==> src/rtl/vdc_pkg.sv <==
// ----------------------------------------------------------------------------
// vdc_pkg: shared definitions for the valid-region 2D convolution block
// Sizes, configuration register codes and the records that travel between
// the line buffer cells, the window rows and the top level.
// ----------------------------------------------------------------------------
`timescale 1ns / 1ps

package vdc_pkg;

  // Geometry limits.
  localparam int MAX_WIDTH   = 1024;
  localparam int MAX_HEIGHT  = 1024;
  localparam int KMAX        = 4;
  localparam int COEF_COLS   = 4;
  localparam int KLIM        = (KMAX < COEF_COLS) ? KMAX : COEF_COLS;

  // Field widths.
  localparam int SAMPLE_BITS    = 16;
  localparam int COEF_BITS      = 16;
  localparam int COEF_WORD_BITS = COEF_BITS * COEF_COLS;
  localparam int PROD_BITS      = SAMPLE_BITS + COEF_BITS;
  localparam int ROW_SUM_BITS   = PROD_BITS + $clog2(KMAX);
  localparam int SUM_BITS       = 36;
  localparam int CNT_BITS       = 10;
  localparam int ADDR_BITS      = $clog2(MAX_WIDTH);
  localparam int DIM_BITS       = 11;
  localparam int KDIM_BITS      = 3;
  localparam int KSUM_BITS      = KDIM_BITS + 1;
  localparam int KIDX_BITS      = $clog2(COEF_COLS);
  localparam int CFG_IDX_BITS   = 3;
  localparam int CFG_DATA_BITS  = 64;

  // Configuration register indexes.
  typedef enum logic [CFG_IDX_BITS-1:0] {
    REG_WIDTH  = 3'd0,
    REG_HEIGHT = 3'd1,
    REG_KROWS  = 3'd2,
    REG_KCOLS  = 3'd3,
    REG_COEF0  = 3'd4,
    REG_COEF1  = 3'd5,
    REG_COEF2  = 3'd6,
    REG_COEF3  = 3'd7
  } cfg_reg_t;

  typedef logic signed [SAMPLE_BITS-1:0]  sample_t;
  typedef logic signed [COEF_BITS-1:0]    coef_t;
  typedef logic signed [PROD_BITS-1:0]    prod_t;
  typedef logic signed [ROW_SUM_BITS-1:0] row_sum_t;

  // Pipeline step control shared by all cells: adv moves every stage,
  // load marks that the stage feeding the cell holds a real sample.
  typedef struct packed {
    logic adv;
    logic load;
  } pipe_ctl_t;

  // What a result needs besides its sum; valid means a result is due.
  typedef struct packed {
    logic                valid;
    logic                last;
    logic [CNT_BITS-1:0] orow;
    logic [CNT_BITS-1:0] ocol;
  } res_meta_t;

  // One sample on its way down the line buffer chain. cvec collects the
  // window column: element KMAX-1 is the newest row.
  typedef struct packed {
    logic                             valid;
    logic [CNT_BITS-1:0]              row;
    logic [ADDR_BITS-1:0]             col;
    res_meta_t                        meta;
    logic [KMAX-1:0][SAMPLE_BITS-1:0] cvec;
  } line_stage_t;

endpackage

==> src/rtl/vdc_tap_row.sv <==
// ----------------------------------------------------------------------------
// vdc_tap_row: one row of the convolution window
// Shift taps for one kernel row, a multiplier per tap and a registered sum
// of the row's products.
// ----------------------------------------------------------------------------
`timescale 1ns / 1ps

module vdc_tap_row (
  input  logic                               clk,
  input  logic                               rst_n,
  input  vdc_pkg::pipe_ctl_t                 ctl,
  input  vdc_pkg::sample_t                   din,
  input  logic [vdc_pkg::COEF_WORD_BITS-1:0] coef_word,
  input  logic                               row_on,
  input  logic [vdc_pkg::KDIM_BITS-1:0]      kc,
  output vdc_pkg::row_sum_t                  sum_r
);

  vdc_pkg::sample_t  taps_r   [vdc_pkg::KMAX];
  vdc_pkg::prod_t    prod_r   [vdc_pkg::KMAX];
  vdc_pkg::coef_t    coef_sel [vdc_pkg::KMAX];
  vdc_pkg::row_sum_t sum_nxt;

  // The kernel sits in the right-hand kc columns of the window.
  always_comb begin
    logic                           on;
    logic [vdc_pkg::KIDX_BITS-1:0]  kj;
    on = 1'b0;
    kj = '0;
    for (int c = 0; c < vdc_pkg::KMAX; c++) begin
      on = row_on && ((vdc_pkg::KSUM_BITS'(c) + {1'b0, kc}) >=
                      vdc_pkg::KSUM_BITS'(vdc_pkg::KMAX));
      kj = vdc_pkg::KIDX_BITS'(vdc_pkg::KDIM_BITS'(c) + kc -
                               vdc_pkg::KDIM_BITS'(vdc_pkg::KMAX));
      coef_sel[c] = on ? vdc_pkg::coef_t'(coef_word[kj*vdc_pkg::COEF_BITS +:
                                                    vdc_pkg::COEF_BITS])
                       : '0;
    end
  end

  always_comb begin
    sum_nxt = '0;
    for (int c = 0; c < vdc_pkg::KMAX; c++) begin
      sum_nxt = sum_nxt + vdc_pkg::ROW_SUM_BITS'(prod_r[c]);
    end
  end

  always_ff @(posedge clk) begin
    if (!rst_n) begin
      for (int c = 0; c < vdc_pkg::KMAX; c++) begin
        taps_r[c] <= '0;
      end
    end else if (ctl.adv && ctl.load) begin
      for (int c = 0; c < vdc_pkg::KMAX - 1; c++) begin
        taps_r[c] <= taps_r[c+1];
      end
      taps_r[vdc_pkg::KMAX-1] <= din;
    end
  end

  always_ff @(posedge clk) begin
    if (ctl.adv) begin
      for (int c = 0; c < vdc_pkg::KMAX; c++) begin
        prod_r[c] <= taps_r[c] * coef_sel[c];
      end
      sum_r <= sum_nxt;
    end
  end

endmodule

==> config.mk <==
export PLATFORM = sky130hd
export DESIGN_NAME = vdc_tap_row
export DESIGN_NICKNAME = d
export VERILOG_FILES = /design/src/rtl/vdc_pkg.sv /design/src/rtl/vdc_tap_row.sv
export SDC_FILE = /design/constraint.sdc
export NUM_CORES = 2
export LEC_CHECK = 0
export BUFFER_PORTS_ARGS = -buffer_cell sky130_fd_sc_hd__buf_2
export CAP_MARGIN = 15
export CELL_PAD_IN_SITES_DETAIL_PLACEMENT = 0
export CELL_PAD_IN_SITES_GLOBAL_PLACEMENT = 1
export CORE_MARGIN = 4
export CORE_UTILIZATION = 46
export CTS_CLUSTER_DIAMETER = 120
export CTS_CLUSTER_SIZE = 30
export DETAILED_ROUTE_END_ITERATION = 8
export HOLD_SLACK_MARGIN = 0.05
export PLACE_DENSITY_LB_ADDON = 0.05
export SLEW_MARGIN = 10
export SYNTH_ARGS = -nofsm -noshare
export SYNTH_HDL_FRONTEND = slang
export SYNTH_SLANG_ARGS = --single-unit
export TNS_END_PERCENT = 30
==> constraint.sdc <==
create_clock -name clk -period 24.8 [get_ports clk]
set_input_delay 1.24 -clock clk [delete_from_list [all_inputs] [get_ports clk]]
set_output_delay 1.24 -clock clk [all_outputs]
set_load 0.05 [all_outputs]
### Word level (Yosys, flattened, before mapping)

Memories as Yosys holds them, arrays and structs flattened.
Cells that the tools add are included.

* add/subtract/negate cells: 13
* $mul: 4
* magnitude comparators: 4
* shift-type cells: 4
* multiplexer cells: 14
* bitwise operators: 4
* reduce and logical (&&, ||, !) cells: 5

Operators by type and width (count)
* $shiftx 64x7->16: 4
* $mul 16x16->32: 4
* $mux 16: 8
* $add 33x32->34: 1
* $add 34x32->34: 1
* $add 32x32->33: 1
* $ge 4x3->1 const B: 3
* $add 2x3->4 const A: 2
* $sub 2x1->2 const B: 4
* $mux 1: 6
* $logic_and 1x1->1: 5
* $add 1x3->4 const A: 1
* $add 2x2->2 const A: 2
* $or 1x1->1: 4
* $ge 3x3->1 const B: 1
* $add 1x2->2 const A: 1

* flip-flop bits (word level): 34
* RAM bits: 192
* output and inout port bits: 34
* memories: 2

Memory list
* prod_r: depth 4, width 32, rd ports 4, clocked after memory_dff 0, wr ports 4, RTL line vdc_tap_row.sv:20 `vdc_pkg::prod_t prod_r [vdc_pkg::KMAX];`
* taps_r: depth 4, width 16, rd ports 4, clocked after memory_dff 0, wr ports 4, RTL line vdc_tap_row.sv:19 `vdc_pkg::sample_t taps_r [vdc_pkg::KMAX];`

### Depth between registers and ports, before layout

* depth in word-level cells: 5
* depth in mapped cells: 34
* depth with buffers taken out: 29

### Worst setup path after synthesis

Ideal clock, no wire load.

* path type: input to register
* start: input port kc[0] in the netlist's numbering
* end: memory prod_r[3][31] in the netlist's numbering (data pin)
* library setup time: 260 ps
* data arrival time: 8648 ps
* data required time: 24540 ps
* setup slack: 15892 ps
* stages on the path: 31
* cell sequence: buf_2 > inv_1 > ha_1 > buf_2 > buf_2 > buf_1 > mux4_2 > nor2b_1 > clkbuf_1 > nand2_1 > inv_1 > fa_1 > inv_1 > fa_1 > inv_1 > fa_1 > fa_1 > fa_1 > inv_1 > fa_1 > inv_1 > ha_1 > clkbuf_1 > a21oi_1 > o21ai_0 > o41a_1 > o32ai_1 > o2111ai_1 > a21o_1 > a21oi_1 > xnor2_1

RTL lines
* start: declaration: RTL line vdc_tap_row.sv:15 `input logic [vdc_pkg::KDIM_BITS-1:0] kc,`
* end: declaration: RTL line vdc_tap_row.sv:20

==> run_results.csv <==
group,metric,value,unit
pwr,p_int,2.50,mW
pwr,pwr-share-clk,0.075,
die,die_area,117000,sq um
drt,route.met2.wl,66300,um
placement,place_hpwl,117000,um
clock_network,cts_buffers,21,
placement,portBuffers,121,
grt,grt_pass1_vias,37800,
sta,finalHoldViolCount,0,
die,ioPinCount,122,
setup_path,cp_slowest_cell,"ha_2",
pwr,p_sw,2.92,mW
pwr,p_per_area,99.3,nW/um^2
setup_path,crit_chain,"buf_2 > buf_4 > inv_1 > ha_2 > mux4_2 > nor2b_2 > nand2_1 > fa_1 > inv_1 > fa_1 > fa_1 > fa_1 > fa_1 > fa_1 > ha_1 > nand3_1 > nor2_1 > and3_1 > nand4b_1 > a41oi_1 > nor3_1 > o21bai_1 > a21oi_1 > xnor2_1",
pwr,finalPower,5.42,mW
setup_path,cp-end-kind,"register",
status,outcome,"completed",
grt,grt_pass1_wl,228000,um
pwr,power_frac_comb,0.766,
placement,gp_congestion,0.853,
synthesis,syn_area,51300,sq um
clock_network,cts-htree-levels,1,
sta,fin_crit_sh,0.389,
grt,antenna_found_initial,6,
grt,track_usage,0.256,
sta,worst_slew_pin_slew,1220,ps
cells_and_area,final_cell_mix,"1207 x inv_1, 1113 x fa_1, 576 x nand2_1",
sta,fin_crit,9650,ps
sta,fmax,104,MHz
setup_path,cp_top_family,"adder cells",
min_path,min_path_type,"register to register",
setup_path,crit_type,"input pin to register",
pwr,pwr-share-seq,0.158,
synthesis,synth_enable_flop_cells,226,
sta,setup_tns,0,ps
cells_and_area,fin_nets,6712,
drt,highest_layer,"met5",
synthesis,yosys_most_used_dff,"edfxtp_1",
min_path,hold_path_depth,1,
sta,slew_headroom,0.185,
clock_network,clk_pin_slew,100,ps
pwr,vdd_ir_drop_max,0.000159,V
synthesis,synthCells,5119,
die,core,111000,sq um
die,die_y,342,um
drt,met3_length,9170,um
synthesis,async_flop_share,0,
cells_and_area,stdcell_area,54500,sq um
drt,num_vias,34800,
synthesis,synth-seq-cells,226,
setup_path,slowest_delay,950,ps
setup_path,worst_ep_required_time,25160,ps
synthesis,synth_area_per_cell,10.0,sq um
die,placement_rows,122,
min_path,holdPathEnd,"sum_r[0]",
drt,finalWirelength,143000,um
clock_network,cts_tree,"yes",
synthesis,synthTopCellsByArea,"fa_1 43%, edfxtp_1 13%, ha_1 8.8%, inv_1 8.8%, and2_1 6.5%",
grt,grt_max_degree,75,
die,die_w,342,um
setup_path,cp_num_buf_inv,4,
setup_path,worstReg2RegStart,"taps_r[0][40]",
job,cap_violations,0,
grt,grt_overflow,0,
placement,dpl_cell_area,53700,sq um
sta,setup-violations-final,0,
drt,drc,0,
drt,via_per_inst,5.23,
synthesis,yosysTopAreaCellShare,0.434,
pwr,p_sw_frac,0.539,
setup_path,path_max_fanout,36,
setup_path,worstReg2RegEnd,"prod_r[2][28]",
synthesis,synth_nets,6683,
clock_network,clk_latency,620,ps
sta,rsz0062_at_grt,"no",
setup_path,cpMostUsedCell,"fa_1",
clock_network,cts_resized,0,
drt,ant_nets,0,
cells_and_area,area_growth,6.24,%
setup_path,critPathLaunchType,"input pin",
drt,drt_iter0_drc,2187,
synthesis,yosysTopAreaCell,"fa_1",
drt,post_drt_wl_per_cell,21.5,um
sta,finalMaxSlewViolations,0,
drt,drt-met1-wl,65300,um
synthesis,synth_cell_type_count,70,
clock_network,cts_root_buf,"clkbuf_16",
clock_network,cts.sinks,226,
synthesis,yosys_warnings,0,
sta,skew,66.3,ps
pwr,p_leak,25.7,nW
clock_network,cts_setup_buffers,0,
cells_and_area,final.fill_count,10500,
setup_path,cp.arrival,10010,ps
clock_network,cts_buffer_depth,3,
cells_and_area,drive_gt1_frac,0.0690,
cells_and_area,layout_commonest_cell,"inv_1",
setup_path,reg2reg_depth,22,
synthesis,synth_seq_area_share,0.132,
drt,drt_pass1_iterations,7,
setup_path,regToRegSetupSlack,17310,ps
clock_network,cts_hold_buf,0,
die,start_util,0.464,
min_path,hold_start,"prod_r[2][0]",
sequential cells by signal, indices dropped and copies added, names as in the netlist:
register,cells
sum_r,34
prod_r,128
taps_r,64
worst max path at each step:
stage | start | to | slack, ps | cells past startpoint
finish | kc[1] | prod_r[1][31] | 15150 | 24
detailed placement | kc[1] | prod_r[1][31] | 14590 | 24
global route | kc[1] | prod_r[1][31] | 14520 | 24
global placement | kc[1] | prod_r[1][31] | 14540 | 24
CTS | kc[1] | prod_r[1][31] | 15200 | 24
floorplan | kc[0] | prod_r[3][31] | 15890 | 31
cell type report:
cell class / instances / area (sq um) / area share
Clock inverter: 16 / 325 / 0.00597
Tap cell: 1488 / 1860 / 0.0341
Clock buffer: 21 / 526 / 0.00964
Sequential cell: 226 / 6790 / 0.124
Multi-Input combinational cell: 3512 / 39400 / 0.723
Inverter: 1207 / 4530 / 0.0831
Timing Repair Buffer: 180 / 1060 / 0.0194
Antenna cell: 5 / 12.5 / 0.000229
logic make-up (layout without fill, tap and decap cells):
group | after synthesis | count (layout) | share of synthesized area
DFF | 226 | 226 | 0.132
xor gates and xnor gates | 165 | 165 | 0.0282
muxes | 66 | 66 | 0.0280
AOI/OAI and AO/OA | 363 | 363 | 0.0466
adders and majority gates | 1476 | 1476 | 0.523
buffers and inverters | 1381 | 1424 | 0.101
other | 0 | 5 | 0
and+or+nand+nor | 1442 | 1442 | 0.141
metrics by stage:
step | worst slack [ps] | util | cells | hold slack (ps)
floorplan | 15890 | - | 5119 | 526
global placement | 14540 | 0.485 | 6613 | 538
detailed placement | 14590 | 0.485 | 6613 | 541
CTS | 15200 | 0.493 | 6650 | 563
global route | 14520 | 0.493 | 6650 | 572
finish | 15150 | 0.493 | 6655 | 560
per-layer routing:
layer,track usage,up-vias
met1,0.377,18300
met3,0.0400,109
met4,0.0356,2
li1,-,15500
met2,0.412,867
met5,0,-
power groups by stage:
stage | logic, mW | clock network [mW] | registers [mW]
3_5_place_dp | 4.14 | 0 | 0.869
6_report | 4.15 | 0.408 | 0.857
5_1_grt | 4.66 | 0.435 | 0.871
4_1_cts | 4.18 | 0.423 | 0.862
2_1_floorplan | 2.77 | 0 | 0.894
3_3_place_gp | 4.15 | 0 | 0.871
Yosys cell counts, drive strengths merged (12+ instances only):
master and count:
inv 1207, fa 1113, nand2 577, and2 535, ha 363, edfxtp 226, clkbuf 160, xnor2 130
nor2 117, a21oi 115, mux4 62, o21ai 62, nor2b 57, a21o 38, or2 35, xor2 35
nand3 31, and3 30, o21bai 21, o211ai 19, nor3 18, o21a 18, a211oi 15, buf 14
nand2b 12
Power figures use the tool's default switching activity.
